$ cat config.mk
export PLATFORM = sky130hd
export DESIGN_NAME = sawtooth_tone_fir_generator
export DESIGN_NICKNAME = d
export VERILOG_FILES = /design/src/design/stfir_pkg.sv /design/src/design/stfir_ram.sv /design/src/design/sawtooth_tone_fir_generator.sv
export SDC_FILE = /design/constraint.sdc
export NUM_CORES = 2
export LEC_CHECK = 0
export ABC_AREA = 1
export BUFFER_PORTS_ARGS = -buffer_cell sky130_fd_sc_hd__buf_4
export CAP_MARGIN = 20
export CORE_ASPECT_RATIO = 2
export CORE_UTILIZATION = 40
export CTS_BUF_LIST = sky130_fd_sc_hd__clkbuf_4 sky130_fd_sc_hd__clkbuf_8 sky130_fd_sc_hd__clkbuf_16
export CTS_CLUSTER_DIAMETER = 30
export DETAILED_ROUTE_END_ITERATION = 10
export PLACE_DENSITY = 0.54
export SETUP_SLACK_MARGIN = 0.4
export SLEW_MARGIN = 20
export SYNTH_ARGS = -nofsm -noshare
export SYNTH_HDL_FRONTEND = slang
export SYNTH_SLANG_ARGS = --single-unit
$ cat constraint.sdc
create_clock -name clk -period 17.7 [get_ports clk]
set_input_delay 2.655 -clock clk [delete_from_list [all_inputs] [get_ports clk]]
set_output_delay 2.655 -clock clk [all_outputs]
set_load 0.05 [all_outputs]
$ cat src/design/stfir_pkg.sv
package stfir_pkg;

  localparam int TAPS_DEF       = 8;
  localparam int BLINK_HALF_DEF = 48000;

  localparam int PHASE_W  = 24;
  localparam int STEP_W   = 21;
  localparam int AMP_W    = 15;
  localparam int SAMPLE_W = 16;
  localparam int COEF_W   = 16;
  localparam int CFG_IDX_W = 2;
  localparam int CFG_DATA_W = STEP_W;

  localparam int ACC_W   = 38;
  localparam int LO_W    = 19;
  localparam int HI_W    = ACC_W - LO_W;
  localparam int PLO_W   = LO_W + AMP_W;
  localparam int PHI_W   = HI_W + AMP_W + 1;
  localparam int SUM_W   = PHI_W + LO_W;
  localparam int FRAC_SH = 36;
  localparam int Q_W     = SUM_W - FRAC_SH;

  localparam logic [STEP_W-1:0] STEP_RST = STEP_W'(15729);
  localparam logic [AMP_W-1:0]  AMP_RST  = AMP_W'(16384);

  localparam logic signed [PHASE_W-1:0] PHASE_ONE = PHASE_W'(1048576);
  localparam logic signed [PHASE_W-1:0] PHASE_TWO = PHASE_W'(2097152);

  typedef enum logic [CFG_IDX_W-1:0] {
    CFG_PHASE_STEP = 2'd0,
    CFG_AMPLITUDE  = 2'd1
  } cfg_idx_t;

  typedef enum logic [2:0] {
    ST_IDLE,
    ST_WRITE,
    ST_RUN,
    ST_DRAIN,
    ST_SCALE,
    ST_SUM,
    ST_FIN
  } state_t;

  // symmetric lowpass taps, q0.16, taps past the eighth are zero
  function automatic logic [COEF_W-1:0] coef_of(input logic [3:0] k);
    logic [COEF_W-1:0] c;
    case (k)
      4'd0, 4'd7: c = COEF_W'(655);
      4'd1, 4'd6: c = COEF_W'(3277);
      4'd2, 4'd5: c = COEF_W'(7864);
      4'd3, 4'd4: c = COEF_W'(20972);
      default:    c = '0;
    endcase
    return c;
  endfunction

endpackage

$ cat src/design/stfir_ram.sv
module stfir_ram #(
  parameter int DATA_W = 24,
  parameter int DEPTH  = 8
) (
  input  logic                     clk,
  input  logic                     we,
  input  logic [$clog2(DEPTH)-1:0] waddr,
  input  logic [DATA_W-1:0]        wdata,
  input  logic [$clog2(DEPTH)-1:0] raddr,
  output logic [DATA_W-1:0]        rdata
);

  logic [DATA_W-1:0] mem [DEPTH];
  logic [DATA_W-1:0] rdata_r;

  always_ff @(posedge clk) begin
    if (we) begin
      mem[waddr] <= wdata;
    end
    rdata_r <= mem[raddr];
  end

  assign rdata = rdata_r;

endmodule

$ cat src/design/sawtooth_tone_fir_generator.sv
// sawtooth tone source with an fir lowpass smoother
// input channel: one transaction per audio slot (in_valid, in_stall, in_slot_tick).
//   a transaction with in_slot_tick low is taken and changes nothing.
// result channel: one transaction per slot with the held sample and the led state.
// the sample is registered on acceptance: into the output register when that is
//   empty or being popped, else into the second buffer entry.
// every second slot also recomputes the held sample: one ring write, TAPS
//   ring reads through the single read port of the history memory feeding one
//   multiply-accumulate, a drain of the read and product registers, then scale,
//   sum and round states; the input is held off until the update returns to
//   idle.
// a two-entry output buffer lets a slot be taken while a result waits;
//   in_stall rises only when both entries are full or an update is running.
// reset (rst_n low, synchronous) clears phase, ring valid bits, held sample,
//   slot count and led, and loads the register defaults; ring entries read as
//   zero until written, so no clearing pass is needed. the user must make
//   configuration writes through cfg_we/cfg_index/cfg_wdata while idle; unchecked.
module sawtooth_tone_fir_generator #(
  parameter int TAPS       = stfir_pkg::TAPS_DEF,
  parameter int BLINK_HALF = stfir_pkg::BLINK_HALF_DEF
) (
  input  logic                                 clk,
  input  logic                                 rst_n,
  input  logic                                 cfg_we,
  input  logic [stfir_pkg::CFG_IDX_W-1:0]      cfg_index,
  input  logic [stfir_pkg::CFG_DATA_W-1:0]     cfg_wdata,
  input  logic                                 in_valid,
  output logic                                 in_stall,
  input  logic                                 in_slot_tick,
  output logic                                 out_valid,
  input  logic                                 out_stall,
  output logic signed [stfir_pkg::SAMPLE_W-1:0] out_sample_out,
  output logic                                 out_led_on
);

  import stfir_pkg::*;

  localparam int AW    = $clog2(TAPS);
  localparam int CNT_W = $clog2(2 * BLINK_HALF);
  localparam int PROD_W = COEF_W + 1 + PHASE_W;
  localparam logic [CNT_W:0] HALF_C = (CNT_W + 1)'(BLINK_HALF);
  localparam logic [CNT_W:0] FULL_C = (CNT_W + 1)'(2 * BLINK_HALF);
  localparam logic [AW-1:0] LAST_A = AW'(TAPS - 1);
  localparam logic signed [SUM_W-1:0] BIAS = SUM_W'((64'd1 << FRAC_SH) - 64'd1);
  localparam logic signed [Q_W-1:0] SAT_HI = Q_W'(32767);
  localparam logic signed [Q_W-1:0] SAT_LO = -Q_W'(32768);

  state_t state_r, state_nxt;

  logic [STEP_W-1:0] phase_step_r, phase_step_nxt;
  logic [AMP_W-1:0]  amp_r, amp_nxt;
  logic signed [PHASE_W-1:0] saw_phase_r, saw_phase_nxt;
  logic [AW-1:0]     wpos_r, wpos_nxt;
  logic signed [SAMPLE_W-1:0] held_r, held_nxt;
  logic [CNT_W-1:0]  slot_cnt_r, slot_cnt_nxt;
  logic              led_r, led_nxt;
  logic [TAPS-1:0]   ring_vld_r, ring_vld_nxt;

  logic              out_valid_r, out_valid_nxt;
  logic signed [SAMPLE_W-1:0] out_sample_r, out_sample_nxt;
  logic              out_led_r, out_led_nxt;
  logic              skid_valid_r, skid_valid_nxt;
  logic signed [SAMPLE_W-1:0] skid_sample_r, skid_sample_nxt;
  logic              skid_led_r, skid_led_nxt;

  logic [AW-1:0]     rd_addr_r, rd_addr_nxt;
  logic [AW-1:0]     iss_cnt_r, iss_cnt_nxt;
  logic              d_vld_r, d_vld_nxt;
  logic [AW-1:0]     d_k_r;
  logic              rd_vld_r;
  logic              p_vld_r;
  logic signed [ACC_W-1:0] prod_r;
  logic signed [ACC_W-1:0] acc_r, acc_nxt;
  logic [PLO_W-1:0]  p_lo_r;
  logic signed [PHI_W-1:0] p_hi_r;
  logic signed [SUM_W-1:0] sum_r;

  logic              ram_we;
  logic signed [PHASE_W-1:0] ram_rdata;
  logic signed [PHASE_W-1:0] tap_data;
  logic signed [PROD_W-1:0]  tap_prod;
  logic [COEF_W-1:0] coef_k;

  logic              in_take, tick, pop;
  logic [CNT_W:0]    cnt_inc;
  logic signed [PHASE_W-1:0] phase_sum;
  logic signed [SUM_W-1:0]   sum_biased;
  logic signed [Q_W-1:0]     q_val;

  stfir_ram #(
    .DATA_W(PHASE_W),
    .DEPTH (TAPS)
  ) u_ring (
    .clk  (clk),
    .we   (ram_we),
    .waddr(wpos_r),
    .wdata(saw_phase_r),
    .raddr(rd_addr_r),
    .rdata(ram_rdata)
  );

  assign in_stall = (state_r != ST_IDLE) || skid_valid_r;
  assign in_take  = in_valid && !in_stall;
  assign tick     = in_take && in_slot_tick;
  assign pop      = out_valid_r && !out_stall;
  assign cnt_inc  = {1'b0, slot_cnt_r} + (CNT_W + 1)'(1);
  assign phase_sum = saw_phase_r + $signed({{(PHASE_W - STEP_W){1'b0}}, phase_step_r});

  assign tap_data = rd_vld_r ? ram_rdata : '0;
  assign coef_k   = coef_of(4'(d_k_r));
  assign tap_prod = $signed({1'b0, coef_k}) * tap_data;

  assign sum_biased = sum_r + (sum_r[SUM_W-1] ? BIAS : '0);
  assign q_val      = sum_biased[SUM_W-1:FRAC_SH];

  always_comb begin
    state_nxt       = state_r;
    phase_step_nxt  = phase_step_r;
    amp_nxt         = amp_r;
    saw_phase_nxt   = saw_phase_r;
    wpos_nxt        = wpos_r;
    held_nxt        = held_r;
    slot_cnt_nxt    = slot_cnt_r;
    led_nxt         = led_r;
    ring_vld_nxt    = ring_vld_r;
    out_valid_nxt   = out_valid_r;
    out_sample_nxt  = out_sample_r;
    out_led_nxt     = out_led_r;
    skid_valid_nxt  = skid_valid_r;
    skid_sample_nxt = skid_sample_r;
    skid_led_nxt    = skid_led_r;
    rd_addr_nxt     = rd_addr_r;
    iss_cnt_nxt     = iss_cnt_r;
    d_vld_nxt       = 1'b0;
    acc_nxt         = p_vld_r ? acc_r + prod_r : acc_r;
    ram_we          = 1'b0;

    if (cfg_we) begin
      unique case (cfg_index)
        CFG_PHASE_STEP: phase_step_nxt = cfg_wdata[STEP_W-1:0];
        CFG_AMPLITUDE:  amp_nxt = cfg_wdata[AMP_W-1:0];
        default: ;
      endcase
    end

    // slot count and led
    if (tick) begin
      if (cnt_inc == HALF_C) begin
        led_nxt      = 1'b0;
        slot_cnt_nxt = cnt_inc[CNT_W-1:0];
      end else if (cnt_inc >= FULL_C) begin
        led_nxt      = 1'b1;
        slot_cnt_nxt = '0;
      end else begin
        slot_cnt_nxt = cnt_inc[CNT_W-1:0];
      end
    end

    // two-entry output buffer
    if (skid_valid_r) begin
      if (pop) begin
        out_sample_nxt = skid_sample_r;
        out_led_nxt    = skid_led_r;
        skid_valid_nxt = 1'b0;
      end
    end else if (tick) begin
      if (out_valid_r && !pop) begin
        skid_valid_nxt  = 1'b1;
        skid_sample_nxt = held_r;
        skid_led_nxt    = led_nxt;
      end else begin
        out_valid_nxt  = 1'b1;
        out_sample_nxt = held_r;
        out_led_nxt    = led_nxt;
      end
    end else if (pop) begin
      out_valid_nxt = 1'b0;
    end

    unique case (state_r)
      ST_IDLE: begin
        if (tick && slot_cnt_r[0]) begin
          saw_phase_nxt = (phase_sum > PHASE_ONE) ? phase_sum - PHASE_TWO : phase_sum;
          state_nxt     = ST_WRITE;
        end
      end
      ST_WRITE: begin
        ram_we               = 1'b1;
        ring_vld_nxt[wpos_r] = 1'b1;
        rd_addr_nxt          = wpos_r;
        iss_cnt_nxt          = '0;
        wpos_nxt             = (wpos_r == LAST_A) ? '0 : wpos_r + AW'(1);
        acc_nxt              = '0;
        state_nxt            = ST_RUN;
      end
      ST_RUN: begin
        d_vld_nxt   = 1'b1;
        rd_addr_nxt = (rd_addr_r == LAST_A) ? '0 : rd_addr_r + AW'(1);
        iss_cnt_nxt = iss_cnt_r + AW'(1);
        if (iss_cnt_r == LAST_A) begin
          state_nxt = ST_DRAIN;
        end
      end
      ST_DRAIN: begin
        if (!d_vld_r && !p_vld_r) begin
          state_nxt = ST_SCALE;
        end
      end
      ST_SCALE: begin
        state_nxt = ST_SUM;
      end
      ST_SUM: begin
        state_nxt = ST_FIN;
      end
      ST_FIN: begin
        if (q_val > SAT_HI) begin
          held_nxt = SAT_HI[SAMPLE_W-1:0];
        end else if (q_val < SAT_LO) begin
          held_nxt = SAT_LO[SAMPLE_W-1:0];
        end else begin
          held_nxt = q_val[SAMPLE_W-1:0];
        end
        state_nxt = ST_IDLE;
      end
      default: state_nxt = ST_IDLE;
    endcase
  end

  always_ff @(posedge clk) begin
    if (!rst_n) begin
      state_r      <= ST_IDLE;
      phase_step_r <= STEP_RST;
      amp_r        <= AMP_RST;
      saw_phase_r  <= '0;
      wpos_r       <= '0;
      held_r       <= '0;
      slot_cnt_r   <= '0;
      led_r        <= 1'b0;
      ring_vld_r   <= '0;
      out_valid_r  <= 1'b0;
      skid_valid_r <= 1'b0;
      d_vld_r      <= 1'b0;
      p_vld_r      <= 1'b0;
    end else begin
      state_r      <= state_nxt;
      phase_step_r <= phase_step_nxt;
      amp_r        <= amp_nxt;
      saw_phase_r  <= saw_phase_nxt;
      wpos_r       <= wpos_nxt;
      held_r       <= held_nxt;
      slot_cnt_r   <= slot_cnt_nxt;
      led_r        <= led_nxt;
      ring_vld_r   <= ring_vld_nxt;
      out_valid_r  <= out_valid_nxt;
      skid_valid_r <= skid_valid_nxt;
      d_vld_r      <= d_vld_nxt;
      p_vld_r      <= d_vld_r;
    end
  end

  // datapath, no reset
  always_ff @(posedge clk) begin
    out_sample_r  <= out_sample_nxt;
    out_led_r     <= out_led_nxt;
    skid_sample_r <= skid_sample_nxt;
    skid_led_r    <= skid_led_nxt;
    rd_addr_r     <= rd_addr_nxt;
    iss_cnt_r     <= iss_cnt_nxt;
    d_k_r         <= iss_cnt_r;
    rd_vld_r      <= ring_vld_r[rd_addr_r];
    prod_r        <= $signed(tap_prod[ACC_W-1:0]);
    acc_r         <= acc_nxt;
    p_lo_r        <= PLO_W'(acc_r[LO_W-1:0]) * PLO_W'(amp_r);
    p_hi_r        <= PHI_W'($signed(acc_r[ACC_W-1:LO_W])) * $signed({1'b0, amp_r});
    sum_r         <= ($signed({{(SUM_W - PHI_W){p_hi_r[PHI_W-1]}}, p_hi_r}) <<< LO_W)
                     + $signed({{(SUM_W - PLO_W){1'b0}}, p_lo_r});
  end

  assign out_valid      = out_valid_r;
  assign out_sample_out = out_sample_r;
  assign out_led_on     = out_led_r;

endmodule

Word level (Yosys, flattened, before mapping) --
Memory sizes are Yosys's and may differ from the RTL's. A register that Yosys moved wholly into a read port is not among the register bits. Cells that the tools add are included.
Storage, ports and cells: logic and storage cells 132, bits in writable memories 192, ROM bits 96, register bits 352, input bits 29, memories 2
Cells by class: equality and inequality tests 17, multiplexer cells 41, reduce and logical (&&, ||, !) cells 26, bitwise gates (word level) 2, multiply operators 3, order comparisons 7, $add $sub $neg 9
Memory list:
- u_ring.mem | words 8, bits a word 24, rd ports 1, clocked after memory_dff 1, write ports 1, line stfir_ram.sv:13 | logic [DATA_W-1:0] mem [DEPTH];
- (name not given) | words 8, bits a word 12, rd ports 1, clocked after memory_dff 1, write ports 0, line stfir_pkg.sv:47 | case (k)
Operators by type and width (count):
- $mux W16 | 6
- $add A54 B35 Y54 | 1
- $add A54 B36 Y54 | 1
- $mux W24 | 2
- $add A38 B38 Y38 | 1
- $mul A17 B24 Y38 | 1
- $mux W36 | 1
- $mul A19 B16 Y35 | 1
- $mul A19 B15 Y34 | 1
- $mux W17 | 2
- $add A24 B22 Y24 | 1
- $gt A24 B22 Y1 const B | 1
- $sub A24 B23 Y24 const B | 1
- $mux W1 | 20
- $add A17 B1 Y18 const B | 1
- $eq A18 B16 Y1 const B | 1
- $eq A3 B3 Y1 const B | 6
- $ge A18 B17 Y1 const B | 1
- $gt A18 B16 Y1 const B | 1
- $lt A18 B16 Y1 const B | 1
- $pmux W3 S6 | 1
- $mux W3 | 5
- $pmux W3 S2 | 2
- $reduce_and A3 Y1 | 4
- other kinds (20) | 42

Depth between registers and ports, before layout --
depth after elaboration 9, depth in mapped cells 29, mapped depth without buffers 27

Modules after synthesis --
Synthesis repeated with hierarchy kept, for this count alone.
Unflattened totals: cell total of the unflattened synthesis 7544, area, all modules 60187.7 µm²
By module, submodules not included:
- sawtooth_tone_fir_generator | seq. area each 7627.3 µm², cells an instance 6672, instances 1, area each 51281.7 µm²
- stfir_ram | seq. area each 6246.0 µm², cells an instance 872, instances 1, area each 8906.0 µm²

Worst setup path after synthesis --
Ideal clock, no wire load.
kind reg-to-reg, start register rd_vld_r, end register prod_r[34], data arrival time 5.790 ns, setup time 0.112 ns, stages on the path, launching flop included 25, setup slack 11.798 ns, period minus slack after synthesis 5.902 ns, path buffers 2, required time 17.588 ns, cells stage by stage dfxtp_1 > clkbuf_1 > buf_1 > nand2_1 > inv_1 > nand2_1 > fa_1 > inv_1 > fa_1 > fa_1 > fa_1 > fa_1 > inv_1 > fa_1 > inv_1 > ha_1 > nand2_1 > nor4_1 > nand3_1 > nand3_1 > nand2_1 > o211ai_1 > a21oi_1 > nand2_1 > nand2_1
On the way: word-level cells in the longest chain between the ends 2
RTL lines:
- from (decl) | line sawtooth_tone_fir_generator.sv:70 | logic rd_vld_r;
- from (signal assigned) | line sawtooth_tone_fir_generator.sv:270 | rd_vld_r <= ring_vld_r[rd_addr_r];
- $mux W24 | line sawtooth_tone_fir_generator.sv:109 | assign tap_data = rd_vld_r ? ram_rdata : '0;
- $mul A17 B24 Y38 | line sawtooth_tone_fir_generator.sv:111 | assign tap_prod = $signed({1'b0, coef_k}) * tap_data;
- named net tap_prod[34] | line sawtooth_tone_fir_generator.sv:81 | logic signed [PROD_W-1:0] tap_prod;
- to (signal assigned) | line sawtooth_tone_fir_generator.sv:271 | prod_r <= $signed(tap_prod[ACC_W-1:0]);
- to (decl) | line sawtooth_tone_fir_generator.sv:72 | logic signed [ACC_W-1:0] prod_r;
The timed path passes the listed nets, and every way through them passes these cells. A chain may end at the register's enable or synchronous reset.

Worst setup path after layout --
start register rd_vld_r, end register prod_r[32]
The elaborated chain is that of the path after synthesis.

==> metrics.yaml <==
die:
  fp.dieW_um: 274.0
  fp.dieH_um: 546.0
  coreArea_um2: 146900
  rows: 199
  initial_core_util_pct: 40.29
  ios: 48
  dieArea_um2: 149600
sta:
  grt_setup_unrepaired: "false"
  finClkSkew_ns: 0.04240
  slew_headroom_pct: 23.36
  period_share_pct: 38.16
  fmax_mhz: 148.0
  hold_ws_ns: 0.3194
  slew_violations: 0
  finalCriticalPeriod_ns: 6.755
  fin_setup_tns_ns: 0
  finalSetupViolations: 0
  finalHoldViolations: 0
  worst_slew_pin_slew_ns: 1.148
placement:
  port_buffers: 47
  gp_congestion: 0.9726
  dpl.cell_count: 9090
  dpl.hpwl_um: 139300
run_status:
  status: "completed"
drt:
  num_vias: 45979
  route.detailed.drc: 0
  antenna_left: 0
  firstDrtPassIters: 6
  vias_per_cell: 4.976
  wl_um: 174000
  post_drt_wl_per_cell_um: 18.83
  initialDrtViolationCount: 2247
global_routing:
  antenna_found_initial: 4
  grt_pass1_wl_um: 275300
  track_usage_pct: 24.08
  grt_max_degree: 81
  grt_remaining_overflow: 0
  grt_pass1_vias: 50331
yosys:
  avgSynthCellArea_um2: 8.121
  ys_types: 58
  yosys_warnings: 0
  ys_ff_latch: 577
  synth_top_flop_cell: "dfxtp_1"
  ys_seq_area_share_pct: 23.44
  async_reset_ff_share_pct: 0
  synth_edf_count: 232
  synth_fp_nets: 8557
  synth_area_um2: 59190
  syn_inst: 7288
clock_network:
  cts_resized: 0
  clockBufferDepth: 3
  htreeDepth: 3
  numCtsBuffers: 79
  clkSinkCount: 577
  cts_root_buf: "clkbuf_16"
  cts_tree: "yes"
  clk_latency_ns: 0.67
  path_clk_slew_ns: 0.07
  post-cts-setup-buffers: 0
  cts-hold-fix-buffers: 0
critical_path:
  cpLargestDelayFamily: "adder cells"
  worstPathMaxFanout: 24
  crit_required_ns: 18.24
  ff2ff_path_depth: 18
  end_kind: "register"
  critPathKind: "reg2reg"
  cp.depth: 18
  cpMaxStageDelayCell: "fa_1"
  crit_arrival_ns: 7.30
  path_cells: "buf_4, nand2_1, nor2_1, fa_1, fa_1, fa_1, fa_1, fa_1, inv_1, fa_1, inv_1, ha_1, nand2_1, nor4_1, nand3_1, nand3_1, a21oi_1, xnor2_1"
  critPathMostFrequentCell: "fa_1"
  max_stage_delay_ns: 0.70
  crit_buf_inv: 3
  r2r-start: "rd_vld_r"
  start_kind: "register"
  startpoint: "rd_vld_r"
worst_hold_path:
  hp-class: "reg2reg"
  hold_path_startpoint: "p_lo_r[1]"
  whs_path_depth: 0
final_layout:
  drive_gt1_share_pct: 4.340
  final_core_util_pct: 43.82
  stdcell_count: 9241
  nets: 8532
  syn2layout_area_growth_pct: 8.761
job:
  drv_cap: 0
## cells in the mapped netlist (all sizes together), types with 7 or more instances
cell	instances	area share, %
nand4	68	0.72
clkbuf	183	1.2
a21boi	7	0.10
nand2	1542	9.9
nand3b	9	0.11
a21o	27	0.34
nand3	158	1.4
o22ai	26	0.27
ha	426	9.0
o21a	10	0.13
nor2	697	4.5
nor4	15	0.16
a21oi	263	2.2
a31oi	45	0.48
o21ai	332	2.8
nor3	50	0.48
o221ai	7	0.10
xnor2	65	0.96
or2	7	0.074
inv	1725	11
o21bai	31	0.39
dfxtp	345	12
o211ai	18	0.24
buf	27	0.24
fa	814	28
edfxtp	232	12
xor2	129	1.9
## sequential cells by signal, summed over array words and instances, names as in the netlist, 3 cells and up
| register | cells |
|---|---|
| u_ring.mem | 192 |
| sum_r | 54 |
| acc_r | 38 |
| prod_r | 38 |
| p_hi_r | 35 |
| p_lo_r | 34 |
| saw_phase_r | 24 |
| u_ring.rdata | 24 |
| phase_step_r | 21 |
| slot_cnt_r | 17 |
| held_r | 16 |
| out_sample_out | 16 |
| skid_sample_r | 16 |
| amp_r | 15 |
| coef_k | 9 |
| ring_vld_r | 8 |
| iss_cnt_r | 3 |
| rd_addr_r | 3 |
| state_r | 3 |
| wpos_r | 3 |
## kinds of logic (layout without fill, tap and decap cells)
group | Yosys count | in the layout | synth area share, %
xor+xnor | 194 | 194 | 2.884
simple gates | 2550 | 2550 | 17.36
compound gates | 786 | 786 | 7.393
flops | 577 | 577 | 23.44
mux | 1 | 1 | 0.01691
other cells | 0 | 4 | 0
fa+ha+maj | 1240 | 1240 | 36.54
buf+inv | 1940 | 1980 | 12.37
## final cells by class
class	count	area (um2)
tap	1909	2389
timing repair buffer	104	784.5
clock buffer	91	2138
clock inverter	55	659.4
multi-input combinational	4771	38020
antenna	4	10.01
fill	14862	82530
sequential	577	13870
inverter	1730	6494
## cell usage in the layout (no fill, tap or decap), drive strengths merged, types with 10 or more instances in the layout
cell type,instances
xnor2,65
nand3,158
o21ai,332
a21oi,263
inv,1749
clkinv,29
o21bai,31
o211ai,18
clkbuf,91
a31oi,45
ha,426
o22ai,26
xor2,129
nand4,68
edfxtp,232
fa,814
buf,104
a21o,27
nor2,697
nand2,1542
dfxtp,345
nor4,15
nor3,50
o21a,10
## layer usage
metal,up-vias,global-route usage (%),part of all wire [%]
met3,462,2.109,2.7
met5,-,0,0
met4,0,14.77,6.9
met2,912,47.88,57
met1,22584,23.19,34
li1,22021,-,-
## worst paths after layout
check / to / slack [ns]
min: sum_r[1] / 0.32
min reg2reg: sum_r[1] / 0.32
max: prod_r[32] / 10.95
max reg2reg: prod_r[32] / 10.95
## metrics by stage
stage | instance area, um2 | setup WS, ns
3_3_place_gp | 61550 | 11.11
3_5_place_dp | 61550 | 11.06
5_1_grt | 64370 | 10.63
2_1_floorplan | 59190 | 11.80
6_report | 64370 | 10.95
4_1_cts | 64350 | 11.01
Power is not shown: default switching activity piles up to over one toggle a cycle in this logic, so the estimate is an artifact.
